--- src/hw/rtl/lshg_pkg.sv ---
// Shared constants, types and codes of the grid shift vector hash.
// Used by every module of the block; depends on nothing else.
package lshg_pkg;

   // Block sizing.
   localparam int NUM_LANES   = 4;
   localparam int MAX_DIM     = 128;
   localparam int LANE_BITS   = 32 / NUM_LANES;
   localparam int POS_W       = $clog2(MAX_DIM);
   localparam int CNT_W       = $clog2(MAX_DIM + 1);

   // Field widths of the request and result channels.
   localparam int LANE_SEL_W  = 2;
   localparam int SHIFT_POS_W = 7;
   localparam int SAMPLE_W    = 32;
   localparam int HASH_W      = 32;
   localparam int REQ_FIELD_W = LANE_SEL_W + SHIFT_POS_W + SAMPLE_W;
   localparam int REQ_DATA_W  = ((REQ_FIELD_W + 7) / 8) * 8;

   // Configuration registers.
   localparam int WIDTH_W     = 31;
   localparam int DIM_W       = 8;
   localparam int CSR_DATA_W  = WIDTH_W;
   localparam logic [WIDTH_W-1:0] BUCKET_WIDTH_RESET = 31'd262144000;
   localparam logic [DIM_W-1:0]   DIM_RESET          = 8'd128;

   // Divider: the shifted component is one bit wider than a sample.
   localparam int DIV_STEPS   = SAMPLE_W + 1;
   localparam int DIV_CNT_W   = $clog2(DIV_STEPS + 1);

   // Horner multiplier 2^32-5, reduced to one lane.
   localparam logic [31:0]          HASH_MULT = 32'hFFFF_FFFB;
   localparam logic [LANE_BITS-1:0] LANE_MULT = HASH_MULT[LANE_BITS-1:0];

   // Request queue between front and back.
   localparam int QUEUE_DEPTH = 2;
   localparam int QPTR_W      = (QUEUE_DEPTH > 1) ? $clog2(QUEUE_DEPTH) : 1;
   localparam int QCNT_W      = $clog2(QUEUE_DEPTH + 1);

   typedef enum logic {
      CSR_BUCKET_WIDTH = 1'b0,
      CSR_DIM_IN_USE   = 1'b1
   } csr_index_type;

   typedef enum logic {
      KIND_LOAD = 1'b0,
      KIND_FEED = 1'b1
   } item_kind_type;

   typedef enum logic [1:0] {
      BK_IDLE,
      BK_START,
      BK_DIV,
      BK_UPDATE
   } back_state_type;

   typedef struct packed {
      item_kind_type                kind;
      logic [LANE_SEL_W-1:0]        lane_select;
      logic [SHIFT_POS_W-1:0]       shift_position;
      logic signed [SAMPLE_W-1:0]   sample_value;
   } req_item_type;

   typedef struct packed {
      logic [WIDTH_W-1:0] bucket_width;
      logic [DIM_W-1:0]   dim_in_use;
   } cfg_type;

endpackage

--- src/hw/rtl/lshg_queue.sv ---
// Short request queue that decouples the front end from the hashing back end.
// Depends on lshg_pkg.
module lshg_queue
   import lshg_pkg::*;
(
   input  logic         clock,
   input  logic         reset,
   input  logic         push_valid,
   output logic         push_ready,
   input  req_item_type push_item,
   output logic         pop_valid,
   input  logic         pop,
   output req_item_type pop_item
);

   req_item_type        entry_ff [QUEUE_DEPTH];
   logic [QPTR_W-1:0]   wr_ptr_ff, wr_ptr_in;
   logic [QPTR_W-1:0]   rd_ptr_ff, rd_ptr_in;
   logic [QCNT_W-1:0]   count_ff, count_in;
   logic                do_push, do_pop;

   assign push_ready = count_ff != QCNT_W'(QUEUE_DEPTH);
   assign pop_valid  = count_ff != '0;
   assign do_push    = push_valid && push_ready;
   assign do_pop     = pop && pop_valid;
   assign pop_item   = entry_ff[rd_ptr_ff];

   // Pointer and occupancy update.
   always_comb begin
      wr_ptr_in = wr_ptr_ff;
      rd_ptr_in = rd_ptr_ff;
      count_in  = count_ff;
      if (do_push) begin
         wr_ptr_in = (wr_ptr_ff == QPTR_W'(QUEUE_DEPTH - 1)) ? '0 : wr_ptr_ff + 1'b1;
      end
      if (do_pop) begin
         rd_ptr_in = (rd_ptr_ff == QPTR_W'(QUEUE_DEPTH - 1)) ? '0 : rd_ptr_ff + 1'b1;
      end
      if (do_push && !do_pop) begin
         count_in = count_ff + 1'b1;
      end else if (do_pop && !do_push) begin
         count_in = count_ff - 1'b1;
      end
   end

   always_ff @(posedge clock) begin
      if (reset) begin
         wr_ptr_ff <= '0;
         rd_ptr_ff <= '0;
         count_ff  <= '0;
      end else begin
         wr_ptr_ff <= wr_ptr_in;
         rd_ptr_ff <= rd_ptr_in;
         count_ff  <= count_in;
      end
      if (do_push) begin
         entry_ff[wr_ptr_ff] <= push_item;
      end
   end

endmodule

--- config.mk ---
export PLATFORM = sky130hd
export DESIGN_NAME = lshg_queue
export DESIGN_NICKNAME = d
export VERILOG_FILES = /design/src/hw/rtl/lshg_pkg.sv /design/src/hw/rtl/lshg_queue.sv
export SDC_FILE = /design/constraint.sdc
export NUM_CORES = 1
export LEC_CHECK = 0
export ABC_AREA = 1
export BUFFER_PORTS_ARGS = -buffer_cell sky130_fd_sc_hd__buf_2
export CAP_MARGIN = 30
export CORE_UTILIZATION = 45
export CTS_BUF_LIST = sky130_fd_sc_hd__clkbuf_8
export CTS_CLUSTER_SIZE = 16
export DETAILED_ROUTE_END_ITERATION = 6
export PLACE_DENSITY = 0.7
export SYNTH_ARGS = -nofsm -noshare
export SYNTH_HDL_FRONTEND = slang
export SYNTH_SLANG_ARGS = --single-unit
--- constraint.sdc ---
create_clock -name clock -period 3.9 [get_ports clock]
set_clock_uncertainty 0.1 [all_clocks]
set_input_delay 0.195 -clock clock [delete_from_list [all_inputs] [get_ports clock]]
set_output_delay 0.195 -clock clock [all_outputs]
set_load 0.01 [all_outputs]
# Word level (Yosys, flattened, before mapping)
# Memories as Yosys holds them, arrays and structs flattened. A register that Yosys moved wholly into a read port is not among the register bits.
# Cells that the tools add are included.
# word_totals
reg_bits,4
ram_bits,84
input_bits,46
elab_cells,25
mem_count,1
# mem_list
memory,words,width,rd,rd_ports_with_merged_regs,write_ports,line,source
entry_ff,2,42,1,1,1,lshg_queue.sv:16,req_item_type entry_ff [QUEUE_DEPTH];
# classes
add_sub_neg,4
eq_ne,1
n_mux,8
n_reduce_logical,8
# op_table
op,count
$mux W1,6
$logic_and A1 B1 Y1,4
$mux W2,2
$reduce_bool A2 Y1,2
$add A1 B1 Y1 const B,2
$add A2 B1 Y2 const B,1
$logic_not A1 Y1,2
$ne A2 B2 Y1 const B,1
$sub A2 B1 Y2 const B,1

# Longest topological paths before layout
# logic_depth
ltp_word,6
mapped_depth,11
ltp_nobuf,11

# Worst setup path after synthesis
# Ideal clock, no wire load.
# synth_timing
kind,register -> register
startpoint,reg count_ff[0]
endpoint,mem entry_ff[0][0] (netlist name) (enable)
t_arrival_ps,2378
t_required_ps,3359
slack_ps,980
stages_incl_launch_ff,5
n_path_buf,0
period_less_slack_ps,2920
path_cell_list,dfxtp_1 inv_1 nand2_1 nand2_1 nor2_1
# synth_between
elab_chain_cells,4
# synth_rtl
element,line,source
from (decl),lshg_queue.sv:19,"logic [QCNT_W-1:0] count_ff, count_in;"
from (signal assigned),lshg_queue.sv:54,count_ff <= count_in;
$ne A2 B2 Y1,lshg_queue.sv:22,assign push_ready = count_ff != QCNT_W'(QUEUE_DEPTH);
net push_ready,lshg_queue.sv:9,"output logic push_ready,"
$logic_and A1 B1 Y1,lshg_queue.sv:24,assign do_push = push_valid && push_ready;
$mux W1,lshg_queue.sv:56,if (do_push) begin
$mux W1 (not written as such),lshg_queue.sv:57,entry_ff[wr_ptr_ff] <= push_item;
to (decl),lshg_queue.sv:16,
# The timed path passes the listed nets, and every way through them passes these cells.

==> flow_metrics.env <==
export IMPL_fin_crit_sh_pct=63.4
export IMPL_final_antenna_net_count=0
export IMPL_groute_usage_overall_pct=15.6
export IMPL_core_sq_um=7370
export IMPL_path_cells="buf_4 > mux2_2 > buf_2"
export IMPL_path_buf_inv=2
export IMPL_setup_ws_ns=1.43
export IMPL_syn_inst=168
export IMPL_leakage_nw=1.85
export IMPL_final_max_slew_violation_count=0
export IMPL_cpPeakStageDelay_ns=0.78
export IMPL_path_max_fanout=22
export IMPL_grt_pass1_vias=2038
export IMPL_syn_avg_cell_area_sq_um=20.7
export IMPL_slew_headroom_pct=50.6
export IMPL_h_tree_depth=3
export IMPL_p_per_area_nw_per_um2=559
export IMPL_ys_types=14
export IMPL_synth_warnings=0
export IMPL_grt_max_degree=26
export IMPL_critical_path_top_delay_family="flip-flops"
export IMPL_cpMaxStageDelayCell="dfxtp_2"
export IMPL_hold_viol=0
export IMPL_numCtsBuffers=9
export IMPL_vias=1918
export IMPL_grt_remaining_overflow=0
export IMPL_area_delta_synth_final_pct=32.6
export IMPL_power_mw=2.58
export IMPL_grt_first_pass_wirelength_um=9530
export IMPL_finalInstanceArea_sq_um=4610
export IMPL_cts_tree="built"
export IMPL_status="finished, final reports clean"
export IMPL_die_area_sq_um=8080
export IMPL_synth_area_leaders="edfxtp_1, mux2_4, dfxtp_1, buf_12, nand2_1"
export IMPL_fin_crit_ns=2.47
export IMPL_worstPathRequired_ns=3.61
export IMPL_finalWirelength_um=5790
export IMPL_dp_slack_ns=1.78
export IMPL_clock_latency_ns=0.35
export IMPL_drt_iter0_markers=114
export IMPL_cts_root_buf="clkbuf_8"
export IMPL_ioPinCount=90
export IMPL_finalSetupViolations=0
export IMPL_place_hpwl_um=3680
export IMPL_path_clk_slew_ns=0.08
export IMPL_cts_setup_buffers=0
export IMPL_layout_drive_gt1_share_pct=48.6
export IMPL_antenna_found_initial=0
export IMPL_placed_area_sq_um=3990
export IMPL_rsz0062_at_grt="no"
export IMPL_cp_arrival_ns=2.18
export IMPL_yosysSeqAreaShare_pct=75.4
export IMPL_final_fill_count=554
export IMPL_drt_pass1_iterations=4
export IMPL_diodes=0
export IMPL_critPathKind="reg2out"
export IMPL_irDropWorstVdd_uv=343
export IMPL_fin_setup_tns_ns=0
export IMPL_ctsLongestPathBuffers=2
export IMPL_fmax_mhz=405
export IMPL_clock_sinks=89
export IMPL_synth_fp_nets=215
export IMPL_synth_cell_area_sq_um=3480
export IMPL_remaining_drc_errors=0
export IMPL_wl_per_cell_um=14.0
export IMPL_std_cell_rows=31
export IMPL_synth_top_area_share_pct=72.6
export IMPL_end_kind="primary output"
export IMPL_start_util_pct=47.2
export IMPL_cp_start_kind="register"
export IMPL_worst_slew_pin_slew_ns=0.739
export IMPL_place_congestion=0.658
export IMPL_min_path_type="in2reg"
export IMPL_nNetsFinal=355
export IMPL_die_h_um=89.9
export IMPL_ys_seq_elements=89
export IMPL_io_buffers=89
export IMPL_drv_cap=0
export IMPL_fp_dieW_um=89.9
export IMPL_vias_per_cell=4.66
export IMPL_yosys_area_top_type="edfxtp_1"
cells in the final DEF (no fill, tap or decap), types with 3 or more instances in the layout:
cell type,netlist,routed
inv_1,8,9
mux2_4,40,40
clkbuf_8,0,9
dlygate4sd3_1,0,42
nand2_1,9,9
edfxtp_1,84,84
buf_4,0,3
dfxtp_1,5,4
buf_2,0,89
nor2_1,7,5
per-layer routing:
layer  vias to the layer above  track usage (%)  share of wire, %  wire (um)
li1                        917                -                 -          -
met1                       926             18.5                41       2390
met2                        65             26.5                51       2980
met3                        10             4.31               5.6        326
met4                         0             6.85               1.5         87
met5                         -                0                 0          0
registers in the layout, summed over array words and instances (netlist names), named ones only:
register   count
rd_ptr_ff      1
entry_ff      84
wr_ptr_ff      1
count_ff       2
area by class of cell:
class	count	area, sq um	area share, %
Clock inverter	7	71.3	1.55
Sequential cell	89	2620	56.9
Timing Repair Buffer	134	888	19.3
Tap cell	99	124	2.69
Inverter	8	30.0	0.652
Multi-Input combinational cell	66	747	16.2
Clock buffer	9	124	2.69
worst register-to-register path: cells and delay by family, from the launching register on:
kind	cells	cell delay (ns)
AND/OR/NAND/NOR	3	0.85
buffers and inverters	2	0.47
flip-flops	1	0.33
final timing paths:
path | from | to | slack [ns] | cells past startpoint
setup / recovery | register | pop_item[21] | 1.43 | 3
setup reg to reg | count_ff[0] | entry_ff[0][12] | 1.83 | 5
hold reg to reg | rd_ptr_ff | rd_ptr_ff | 0.44 | 2
hold / removal | reset | count_ff[1] | 0.02 | 4
cells in the mapped netlist, drive strengths merged:
| library cell | number |
|---|---|
| nand2 | 9 |
| mux2 | 42 |
| ha | 1 |
| dfxtp | 5 |
| nand3 | 2 |
| inv | 8 |
| nand4 | 1 |
| edfxtp | 84 |
| a21oi | 2 |
| nor2 | 7 |
| o21ai | 2 |
| buf | 5 |
logic make-up after synthesis:
kind of cell	after synthesis	synth area share (%)
AOI/OAI and AO/OA	4	0.576
adders and majority gates	1	0.360
buffers and inverters	13	3.49
DFF	89	75.5
muxes	42	17.9
and+or+nand+nor	19	2.20
timing repair:
item	CTS	global route
hold endpoints to repair	84	0
hold buffers	42	0
gates resized for setup	0	0
where the power goes:
group,total [mW],leakage (nW),switching [mW],internal [mW]
Clock,0.603,0.0970,0.307,0.296
Sequential,1.28,0.825,0.0681,1.21
Combinational,0.698,0.928,0.333,0.365
per-stage QoR:
| stage | cells | hold slack [ns] | utilization, % |
|---|---|---|---|
| final | 412 | 0.0178 | 62.5 |
| after global placement | 354 | 0.283 | 54.2 |
| after global routing | 412 | 0.0218 | 62.5 |
| after floorplan | 168 | 0.194 | - |
| after detailed placement | 354 | 0.286 | 54.2 |
| after CTS | 412 | 0.00405 | 62.5 |
No activity file was read; power rests on OpenSTA's default activity.
