File: config.mk
export PLATFORM = sky130hd
export DESIGN_NAME = lshg_front
export DESIGN_NICKNAME = d
export VERILOG_FILES = /design/src/hw/rtl/lshg_pkg.sv /design/src/hw/rtl/lshg_front.sv
export SDC_FILE = /design/constraint.sdc
export NUM_CORES = 1
export LEC_CHECK = 0
export BUFFER_PORTS_ARGS = -buffer_cell sky130_fd_sc_hd__buf_2
export CORE_MARGIN = 10
export CORE_UTILIZATION = 39
export DETAILED_ROUTE_END_ITERATION = 12
export PLACE_DENSITY = 0.88
export SETUP_SLACK_MARGIN = 0.2
export SLEW_MARGIN = 0
export SYNTH_ARGS = -nofsm -noshare
export SYNTH_HDL_FRONTEND = slang
export SYNTH_SLANG_ARGS = --single-unit
export TNS_END_PERCENT = 10
File: constraint.sdc
create_clock -name clock -period 1.45 [get_ports clock]
set_input_delay 0.0725 -clock clock [delete_from_list [all_inputs] [get_ports clock]]
set_output_delay 0.0725 -clock clock [all_outputs]
set_load 0.02 [all_outputs]
File: src/hw/rtl/lshg_pkg.sv
// Shared constants, types and codes of the grid shift vector hash.
// Used by every module of the block; depends on nothing else.
package lshg_pkg;

   // Block sizing.
   localparam int NUM_LANES   = 4;
   localparam int MAX_DIM     = 128;
   localparam int LANE_BITS   = 32 / NUM_LANES;
   localparam int POS_W       = $clog2(MAX_DIM);
   localparam int CNT_W       = $clog2(MAX_DIM + 1);

   // Field widths of the request and result channels.
   localparam int LANE_SEL_W  = 2;
   localparam int SHIFT_POS_W = 7;
   localparam int SAMPLE_W    = 32;
   localparam int HASH_W      = 32;
   localparam int REQ_FIELD_W = LANE_SEL_W + SHIFT_POS_W + SAMPLE_W;
   localparam int REQ_DATA_W  = ((REQ_FIELD_W + 7) / 8) * 8;

   // Configuration registers.
   localparam int WIDTH_W     = 31;
   localparam int DIM_W       = 8;
   localparam int CSR_DATA_W  = WIDTH_W;
   localparam logic [WIDTH_W-1:0] BUCKET_WIDTH_RESET = 31'd262144000;
   localparam logic [DIM_W-1:0]   DIM_RESET          = 8'd128;

   // Divider: the shifted component is one bit wider than a sample.
   localparam int DIV_STEPS   = SAMPLE_W + 1;
   localparam int DIV_CNT_W   = $clog2(DIV_STEPS + 1);

   // Horner multiplier 2^32-5, reduced to one lane.
   localparam logic [31:0]          HASH_MULT = 32'hFFFF_FFFB;
   localparam logic [LANE_BITS-1:0] LANE_MULT = HASH_MULT[LANE_BITS-1:0];

   // Request queue between front and back.
   localparam int QUEUE_DEPTH = 2;
   localparam int QPTR_W      = (QUEUE_DEPTH > 1) ? $clog2(QUEUE_DEPTH) : 1;
   localparam int QCNT_W      = $clog2(QUEUE_DEPTH + 1);

   typedef enum logic {
      CSR_BUCKET_WIDTH = 1'b0,
      CSR_DIM_IN_USE   = 1'b1
   } csr_index_type;

   typedef enum logic {
      KIND_LOAD = 1'b0,
      KIND_FEED = 1'b1
   } item_kind_type;

   typedef enum logic [1:0] {
      BK_IDLE,
      BK_START,
      BK_DIV,
      BK_UPDATE
   } back_state_type;

   typedef struct packed {
      item_kind_type                kind;
      logic [LANE_SEL_W-1:0]        lane_select;
      logic [SHIFT_POS_W-1:0]       shift_position;
      logic signed [SAMPLE_W-1:0]   sample_value;
   } req_item_type;

   typedef struct packed {
      logic [WIDTH_W-1:0] bucket_width;
      logic [DIM_W-1:0]   dim_in_use;
   } cfg_type;

endpackage

File: src/hw/rtl/lshg_front.sv
// Front end: takes requests from the input channel, unpacks and classifies them.
// Depends on lshg_pkg.
module lshg_front
   import lshg_pkg::*;
(
   input  logic                  clock,
   input  logic                  reset,
   input  logic                  req_tvalid,
   output logic                  req_tready,
   input  logic [REQ_DATA_W-1:0] req_tdata,
   input  logic                  req_tuser,
   output logic                  item_valid,
   input  logic                  item_ready,
   output req_item_type          item
);

   logic         hold_valid_ff, hold_valid_in;
   req_item_type hold_ff, hold_in;
   logic         accept;

   // The holding register frees itself in the same cycle that the queue takes it.
   assign req_tready = !hold_valid_ff || item_ready;
   assign accept     = req_tvalid && req_tready;

   always_comb begin
      hold_in                = hold_ff;
      hold_valid_in          = hold_valid_ff && !item_ready;
      if (accept) begin
         hold_valid_in          = 1'b1;
         hold_in.kind           = item_kind_type'(req_tuser);
         hold_in.lane_select    = req_tdata[LANE_SEL_W-1:0];
         hold_in.shift_position = req_tdata[LANE_SEL_W +: SHIFT_POS_W];
         hold_in.sample_value   = req_tdata[LANE_SEL_W + SHIFT_POS_W +: SAMPLE_W];
      end
   end

   always_ff @(posedge clock) begin
      if (reset) begin
         hold_valid_ff <= 1'b0;
      end else begin
         hold_valid_ff <= hold_valid_in;
      end
      hold_ff <= hold_in;
   end

   assign item_valid = hold_valid_ff;
   assign item       = hold_ff;

endmodule

# [Word-level counts from Yosys, hierarchy flattened]
# Index checks and enable logic that the tools add are counted.
[totals] reg_bits=43 latch_bits=0 ram_bits=0 rom_bits=0 in_bits=53 out_inout_bits=44 word_cells=11 mem_count=0
[classes] add_sub_neg=0 n_mul=0 div=0 magnitude_cmp=0 n_eq_ne=0 shift=0 muxes=1 bitwise=0 n_reduce_logical=5
[op_table] operator="logical AND 1 bit" count=2
[op_table] operator="logical NOT 1 bit" count=2
[op_table] operator="logical OR 1 bit" count=1
[op_table] operator="2-to-1 mux 1 bit" count=1

# [Longest topological paths before layout]
# Gate-level depths: netlist of run 1.
[depth] word_depth=4 mapped_depth=2 ltp_nobuf=2

# [Worst setup path before layout of run 1]
# Ideal clock, no wire load.
[synth_path] path_type="reg-to-reg" start="register hold_valid_ff (netlist: item_valid)" end="register hold_ff (netlist bit item[0]), enable pin" setup_ns=0.356 arrival_ns=0.941 required_ns=1.094 setup_slack_ns=0.153 stages_incl_launch_ff=3 path_buffers=0 period_less_slack_ns=1.297 path_cell_list="dfxtp_1 > nand2b_4 > and2_4"
[synth_between] elab_chain_len=3
[synth_lines] item="start: declaration" line="lshg_front.sv:17" source="logic hold_valid_ff, hold_valid_in;"
[synth_lines] item="start signal: assignment" line="lshg_front.sv:41" source="hold_valid_ff <= hold_valid_in;"
[synth_lines] item="logical NOT 1 bit" line="lshg_front.sv:22" source="assign req_tready = !hold_valid_ff || item_ready;"
[synth_lines] item="logical OR 1 bit" line="lshg_front.sv:22"
[synth_lines] item="net req_tready" line="lshg_front.sv:9" source="output logic req_tready,"
[synth_lines] item="logical AND 1 bit" line="lshg_front.sv:23" source="assign accept = req_tvalid && req_tready;"
[synth_lines] item="net accept" line="lshg_front.sv:19" source="logic accept;"
[synth_lines] item="end signal: assignment" line="lshg_front.sv:43" source="hold_ff <= hold_in;"
[synth_lines] item="end: declaration" line="lshg_front.sv:18" source="req_item_type hold_ff, hold_in;"
# The timed path passes the listed nets, and every way through them passes these cells.
# A chain may end at the register's enable or synchronous reset.

# [Worst setup path after layout of run 1]
[layout_path] start="register hold_valid_ff (netlist: item_valid)" end="register hold_valid_ff (netlist: item_valid)"
[layout_between] elab_chain_len=4 word_cells_on_any_way=5 cone_classes="1 x mux; 4 x reduce/logical"
[layout_lines] item="logical NOT 1 bit" line="lshg_front.sv:22"
[layout_lines] item="logical OR 1 bit" line="lshg_front.sv:22"
[layout_lines] item="logical AND 1 bit" line="lshg_front.sv:23"
[layout_lines] item="2-to-1 mux 1 bit (*)" line="lshg_front.sv:28" source="if (accept) begin"
# Every way passes the cells marked *; elsewhere a longest branch is shown, timed or not.

==> flow_summary.rst, run 1 <==
.. list-table::
   :header-rows: 1

   * - Metric
     - Value
   * - Area share of the largest cell type after synthesis
     - 95.8%
   * - Max Buffers Root-to-Sink
     - 2
   * - Post-DR vias/cell
     - 4.18
   * - Number of core rows
     - 21
   * - FILL cells
     - 221
   * - Worst Clk Skew
     - 16.5 ps
   * - Synthesized instance count
     - 47
   * - Gate family responsible for the most delay along the worst path
     - buffers and inverters
   * - Number of instances on the worst hold path
     - 3
   * - Total global routing track utilization
     - between 10% and 20%
   * - Met3 WL post-DR
     - 623 µm
   * - Total net switching power
     - 0.000578 W
   * - Number of global-route vias before repair
     - roughly 1200
   * - Per-instance average area after synthesis
     - between 20 and 30 µm²
   * - Flop pwr share
     - 61.4%
   * - Delay of the slowest critical-path stage
     - 560 ps
   * - Most frequent cells in the layout
     - sky130_fd_sc_hd__buf_2 (89), sky130_fd_sc_hd__dlygate4sd3_1 (44), sky130_fd_sc_hd__edfxtp_1 (42)
   * - Number of slew-limit violations in the final report
     - 0
   * - Global-route wire length before repair
     - between 6000 and 7000 µm
   * - Area after DPL
     - 1840 µm²
   * - Share of layout cells above drive strength 1
     - between 50% and 60%
   * - Worst-skew pair later-pin latency
     - 340 ps
   * - Leading area contributor after synthesis
     - sky130_fd_sc_hd__edfxtp_1
   * - Max VDD drop
     - 0.625 mV
   * - Clock buffer count from CTS
     - 5
   * - End point of the most critical hold path
     - item[17]$_DFFE_PP_
   * - Final TNS setup
     - 0 ps
   * - Total die area
     - just over 6000 µm²
   * - Data required time at the worst endpoint
     - 1740 ps
   * - Share of the clock period used by the worst path
     - just over 80%
   * - Die span in x
     - 78.1 µm
   * - Critical Path AT
     - 1470 ps
   * - Number of H-tree branching levels
     - 2
   * - Smallest setup slack after layout
     - 273 ps
   * - Total congestion overflow
     - 0
   * - Total vias in the final route
     - 982
   * - Remaining max-slew budget at the tightest pin
     - 85.9%
   * - Biggest fanout along the worst timing path
     - 3
   * - Switching Fraction
     - between 20% and 30%
   * - Antenna Diode Count
     - 0
   * - Area of the mapped netlist
     - between 1000 and 1500 µm²
   * - End of the worst register-to-register path
     - item_valid$_SDFF_PP0_
   * - Most frequent standard cell in the layout excluding fill and tap cells
     - sky130_fd_sc_hd__buf_2
   * - Setup repair after global routing missed its margin
     - false
   * - Die Ht
     - 78.1 µm
   * - Critical Path Sink Type
     - register
   * - Yosys reg bits
     - 43
   * - Critical Path Slowest Stage Cell
     - sky130_fd_sc_hd__dlygate4sd3_1
   * - Number of buffers and inverters on the critical path
     - 1
   * - Syn-to-layout area delta
     - 77.7%
   * - Global placer's final weighted congestion
     - roughly 0.67
   * - Router iterations before antenna repair
     - 4
   * - Core area
     - 3310 µm²
   * - WL met2
     - 1890 µm
   * - Initial antenna violation count
     - 0
   * - Highest metal layer with signal wires
     - met4
   * - Clock tree root driver cell
     - sky130_fd_sc_hd__clkbuf_4
   * - Mean routed wirelength per cell
     - 17.2 µm
   * - Maximum number of pins on one net before global-route repair
     - 43
   * - Post-Synthesis Net Count
     - 100
   * - Clk pin slew, worst setup/hold paths
     - approximately 130 ps
   * - Clk pwr share
     - between 20% and 30%
   * - DRC violation count after routing
     - 0
   * - Internal power component
     - 0.00181 W
   * - Number of DRC markers in iteration 0
     - 33
   * - Final hold violations
     - 0
   * - Antenna-violating nets left
     - 0
   * - CTS tree
     - built
   * - Sequential element share of the synthesized area
     - ~97%
   * - Number of sinks handled by clock tree synthesis
     - 43
   * - Number of nets at the end of the flow
     - approximately 240
   * - Time the final worst path needs with I/O delays and setup
     - 1180 ps
   * - Kind of critical path
     - register to register
   * - Synth Warn #
     - 0
   * - Worst Setup Slack post-DPL
     - around 360 ps
   * - Count of distinct cell types in the synthesized netlist
     - 6
   * - Post-Route WL
     - ~4000 µm
   * - Number of cell instances on the worst register-to-register path
     - 3
   * - Slack of the worst reg-to-reg path
     - roughly 270 ps
   * - Leading cell types by total area after synthesis
     - sky130_fd_sc_hd__edfxtp_1 (96%), sky130_fd_sc_hd__dfxtp_1 (1.5%), sky130_fd_sc_hd__nand2b_4 (1.0%)
   * - Hold Path Class
     - primary input to register
   * - Static leakage
     - 1.01 nW
   * - Fmax
     - 0.849 GHz
   * - Power density over the cells
     - 1020 nW/µm²
   * - Worst Max-Slew Pin Slew
     - 212 ps
   * - Routed met1 length
     - 1490 µm
   * - Status
     - finished, final reports clean
   * - Setup-failing EPs final
     - 0
   * - Startpoint type of the worst setup path
     - register
   * - Cell Chain, Critical Path
     - nand2b_4 > a21oi_2 > dlygate4sd3_1
   * - # IOs
     - 97
   * - Port bufs
     - 89
   * - RR Startpoint
     - item_valid$_SDFF_PP0_
   * - Max-cap violations
     - 0
   * - Cell area after layout
     - 2340 µm²
   * - Comb pwr share
     - 15.3%
   * - Worst hold start
     - req_tvalid
   * - Effective utilization at floorplan
     - 39.8%
cells by family after synthesis:
| family | after synthesis | share of synthesized area (%) |
|---|---|---|
| buffers and inverters | 1 | 0.285 |
| AND/OR/NAND/NOR | 2 | 1.71 |
| flip-flops | 43 | 97.3 |
| AO/OA/AOI/OAI | 1 | 0.666 |
state kept, by name (all words and copies together), names as in the netlist:
signal / cells
item: 42
item_valid: 1
worst min-delay path: cells and delay by family:
family | cells | cell delay (ps)
simple gates | 1 | 150
buf+inv | 2 | 330
routing by layer:
metal,vias up,GRT usage (%)
met1,443,14.2
met2,65,21.6
li1,468,-
met5,-,0
met3,6,9.57
met4,0,5.73
metrics by stage:
step                      hold WS [ps]  std cells  utilization [%]  power (W)
after global routing               344        235             70.6    0.00250
after detailed placement           226        183             55.6    0.00177
after global placement             228        183             55.6    0.00176
after CTS                          331        235             70.6    0.00242
final                              354        235             70.6    0.00239
after floorplan                    128         47                -    0.00162
Yosys cell counts, drive strengths merged:
| cell type | instances |
|---|---|
| dfxtp | 1 |
| nand2b | 1 |
| and2 | 1 |
| a21oi | 1 |
| inv | 1 |
| edfxtp | 42 |
power groups by stage:
stage	Clock [W]	Combinational [W]	Sequential, W
2_1_floorplan	0	0.0000304	0.00159
3_3_place_gp	0	0.000265	0.00149
3_5_place_dp	0	0.000274	0.00149
4_1_cts	0.000585	0.000364	0.00147
5_1_grt	0.000628	0.000394	0.00148
6_report	0.000556	0.000366	0.00147
worst max-delay path by stage:
stage / start / endpoint / slack [ps] / cells past startpoint
2_1_floorplan: item_valid$_SDFF_PP0_ / item[0]$_DFFE_PP_ / 210 / 2
3_3_place_gp: item_valid$_SDFF_PP0_ / item[37]$_DFFE_PP_ / 390 / 3
3_5_place_dp: item_valid$_SDFF_PP0_ / item[21]$_DFFE_PP_ / 360 / 3
4_1_cts: item_valid$_SDFF_PP0_ / item_valid$_SDFF_PP0_ / 310 / 3
5_1_grt: item_valid$_SDFF_PP0_ / item_valid$_SDFF_PP0_ / 230 / 3
6_report: item_valid$_SDFF_PP0_ / item_valid$_SDFF_PP0_ / 270 / 3
layout make-up:
class                   count  area, µm²  share of cell area (%)
clock buffers               5       37.5                    1.61
multi-input cells           3       31.3                    1.34
clock inverters             3       20.0                   0.856
repair buffers            134        906                    38.7
well taps                  46       57.6                    2.46
inverters                   1       3.75                   0.161
flip-flops and latches     43       1280                    54.8
what timing repair did:
item / 4_1_cts / 5_1_grt
hold buffers: 44 / 0
hold endpoints to repair: 43 / 0
gates resized for setup: 0 / 0
setup buffers: 0 / 0
(Power assumes the default switching activity.)
==> inputs of run 2 (changes only) <==
--- a/config.mk
+++ b/config.mk
@@ -7,9 +7,9 @@
 export LEC_CHECK = 0
 export BUFFER_PORTS_ARGS = -buffer_cell sky130_fd_sc_hd__buf_2
 export CORE_MARGIN = 10
-export CORE_UTILIZATION = 39
+export CORE_UTILIZATION = 35
 export DETAILED_ROUTE_END_ITERATION = 12
-export PLACE_DENSITY = 0.88
+export PLACE_DENSITY = 0.84
 export SETUP_SLACK_MARGIN = 0.2
 export SLEW_MARGIN = 0
 export SYNTH_ARGS = -nofsm -noshare
==> constraint.sdc (replaced) <==
create_clock -name clock -period 0.9 [get_ports clock]
set_input_delay 0.045 -clock clock [delete_from_list [all_inputs] [get_ports clock]]
set_output_delay 0.045 -clock clock [all_outputs]
set_load 0.02 [all_outputs]
==> flow_summary.rst, run 2 (synthesized netlist as in run 1, its figures left out) <==
.. list-table::
   :header-rows: 1

   * - Metric
     - Value
   * - Final TNS setup
     - -6370 ps (-6370 ps)
   * - Number of slew-limit violations in the final report
     - 0 (unchanged)
   * - DRC violation count after routing
     - 0 (unchanged)
   * - Time the final worst path needs with I/O delays and setup
     - 1070 ps (-108 ps)
   * - Global placer's final weighted congestion
     - 0.722 (+7.1%)
   * - Antenna Diode Count
     - 0 (unchanged)
   * - Number of instances on the worst hold path
     - 4 (+1)
   * - Biggest fanout along the worst timing path
     - 21 (+18)
   * - Area after DPL
     - 1880 µm² (+2.2%)
   * - Cell area after layout
     - 2670 µm² (+14%)
   * - Slack of the worst reg-to-reg path
     - -170 ps (-440 ps)
   * - Number of DRC markers in iteration 0
     - 33 (unchanged)
   * - Clk pin slew, worst setup/hold paths
     - 70 ps (-60 ps)
   * - Static leakage
     - 1.13 nW (+12%)
   * - Delay of the slowest critical-path stage
     - 360 ps (-200 ps)
   * - Status
     - finished with violations
   * - Global-route wire length before repair
     - 5660 µm (-12%)
   * - Worst Max-Slew Pin Slew
     - 119 ps (-92.9 ps)
   * - End of the worst register-to-register path
     - item[27]$_DFFE_PP_
   * - Global routing usage on met3
     - 7.95% (-1.6 points)
   * - Final hold violations
     - 0 (unchanged)
   * - RR Startpoint
     - item_valid$_SDFF_PP0_
   * - Design Power
     - 0.00424 W (+77%)
   * - CTS tree
     - built
   * - Antenna-violating nets left
     - 0 (unchanged)
   * - Number of gates on the worst path with buffers counted
     - 3 (unchanged)
   * - Critical Path AT
     - 1060 ps (-410 ps)
   * - Startpoint type of the worst setup path
     - register
   * - Share of layout cells above drive strength 1
     - 53.6% (-0.32 points)
   * - Critical Path Slowest Stage Cell
     - sky130_fd_sc_hd__dfxtp_4
   * - Number of nets at the end of the flow
     - 244 (+1.2%)
   * - Clock buffer count from CTS
     - 5 (unchanged)
   * - Data required time at the worst endpoint
     - 890 ps (-850 ps)
   * - Max-cap violations
     - 0 (unchanged)
   * - Smallest setup slack after layout
     - -169 ps (-442 ps)
   * - Met1 routing resource usage after global routing
     - 10.7% (-3.5 points)
   * - Max VDD drop
     - 1.04 mV (+67%)
   * - Number of H-tree branching levels
     - 2 (unchanged)
   * - Die Ht
     - 81.3 µm (+4.1%)
   * - Number of sinks handled by clock tree synthesis
     - 43 (unchanged)
   * - Most frequent standard cell in the layout excluding fill and tap cells
     - sky130_fd_sc_hd__buf_2
   * - Total die area
     - 6610 µm² (+8.4%)
   * - Port bufs
     - 89 (unchanged)
   * - Kind of critical path
     - register to register
   * - Cell Chain, Critical Path
     - nand2b_4 > and2_4 > buf_12
   * - Syn-to-layout area delta
     - 103%
   * - Power density over the cells
     - 1590 nW/µm² (+55%)
   * - Mean routed wirelength per cell
     - 16.5 µm (-4.0%)
   * - # IOs
     - 97 (unchanged)
   * - Initial antenna violation count
     - 0 (unchanged)
   * - End of the critical path
     - item[27]$_DFFE_PP_
   * - Setup-failing EPs final
     - 43 (+43)
   * - Met2 GRT Util
     - 21.1% (-0.54 points)
   * - Number of global-route vias before repair
     - 1131 (-5.0%)
   * - Maximum number of pins on one net before global-route repair
     - 22 (-49%)
   * - Launch point of the worst path
     - item_valid$_SDFF_PP0_
   * - Gate family responsible for the most delay along the worst path
     - flip-flops
   * - Total global routing track utilization
     - 12.0% (-1.9 points)
   * - Worst Clk Skew
     - 3.62 ps (-12.9 ps)
   * - Clock tree root driver cell
     - sky130_fd_sc_hd__clkbuf_8
   * - Effective utilization at floorplan
     - 36.0% (-3.8 points)
   * - Remaining max-slew budget at the tightest pin
     - 92.1% (+6.2 points)
   * - Setup repair after global routing missed its margin
     - true
   * - Number of cell instances on the worst register-to-register path
     - 3 (unchanged)
   * - Failing checks
     - negative setup slack
   * - DP Cell Count
     - 188 (+2.7%)
   * - Top Usage Layer GRT
     - met2
   * - Hold Path Class
     - primary input to register
   * - Share of the clock period used by the worst path
     - 119% (+38 points)
   * - Post-CTS Setup Repair Bufs
     - 0 (unchanged)
   * - Total vias in the final route
     - 1011 (+3.0%)
   * - Number of buffers and inverters on the critical path
     - 1 (unchanged)
   * - Max Buffers Root-to-Sink
     - 2 (unchanged)
   * - Most frequent cells in the layout
     - sky130_fd_sc_hd__buf_2 (47), sky130_fd_sc_hd__dlygate4sd3_1 (44), sky130_fd_sc_hd__buf_6 (43)
   * - Post-DP HPWL
     - 2720 µm
   * - Router iterations before antenna repair
     - 4 (unchanged)
   * - Core area
     - 3660 µm² (+11%)
   * - Number of core rows
     - 22 (+4.8%)
   * - Total congestion overflow
     - 0 (unchanged)
   * - Post-DR vias/cell
     - 4.21 (+0.81%)
   * - Post-Route WL
     - 3960 µm (-2.0%)
   * - Die span in x
     - 81.3 µm (+4.1%)
   * - Fmax
     - 0.935 GHz (+10%)
   * - Critical Path Sink Type
     - register
   * - Final instance count without filler cells
     - 240 (+2.1%)
   * - Number of flip-flops in the largest register
     - 42 (unchanged)
   * - Worst-skew pair later-pin latency
     - 280 ps (-60 ps)
[run 2: cell types whose count changed in the layout (fill, tap and decap cells not counted), sizes merged]
cell      change
buf           +3
clkbuf        +2
clkinvlp      -2
[run 2: layer usage]
layer	vias up	wire length, µm
met5	-	0
met4	0	23
met3	2	496
met2	59	2140
met1	478	1300
li1	472	-
[run 2: worst register-to-register path, cell delays in order (launching register included)]
cell	delay, ps
sky130_fd_sc_hd__dfxtp_4	360
sky130_fd_sc_hd__nand2b_4	70
sky130_fd_sc_hd__and2_4	180
sky130_fd_sc_hd__buf_12	170
[run 2: how the worst min path moves through the flow]
stage	slack (ps)	end	from
2_1_floorplan	100	item_valid$_SDFF_PP0_	reset
3_3_place_gp	200	item_valid$_SDFF_PP0_	reset
3_5_place_dp	200	item_valid$_SDFF_PP0_	reset
4_1_cts	140	item_valid$_SDFF_PP0_	item_ready
5_1_grt	130	item_valid$_SDFF_PP0_	item_ready
6_report	140	item_valid$_SDFF_PP0_	item_ready
[run 2: area by class of cell]
cell class / instances / area (µm²)
sequential: 43 / 1280
timing repair buffer: 137 / 1210
fill: 237 / 992
clock buffer: 7 / 76.3
tap: 48 / 60.1
multi-input combinational: 3 / 31.3
clock inverter: 1 / 5.00
inverter: 1 / 3.75
[run 2: report_power, final]
group          total [W]  internal [W]  switching (W)  leakage, nW
combinational   0.000735      0.000426       0.000308        0.671
sequential       0.00239       0.00234      0.0000515        0.415
clock            0.00111      0.000544       0.000570       0.0422
[run 2: stage by stage]
step,setup WS (ps),utilization (%),hold slack (ps)
after floorplan,-343,-,98.3
after global placement,-133,51.4,196
after detailed placement,-168,51.4,198
after CTS,-176,72.8,138
after global routing,-182,72.9,127
final,-169,72.9,142
[run 2: what timing repair did]
action / 4_1_cts / 5_1_grt
hold buffers: 44 / 0
gates cloned: 0 / 0
pin swaps: 1 / 0
gates resized for setup: 84 / 1
endpoints found under the setup margin: 87 / 87
hold endpoints to repair: 43 / 0
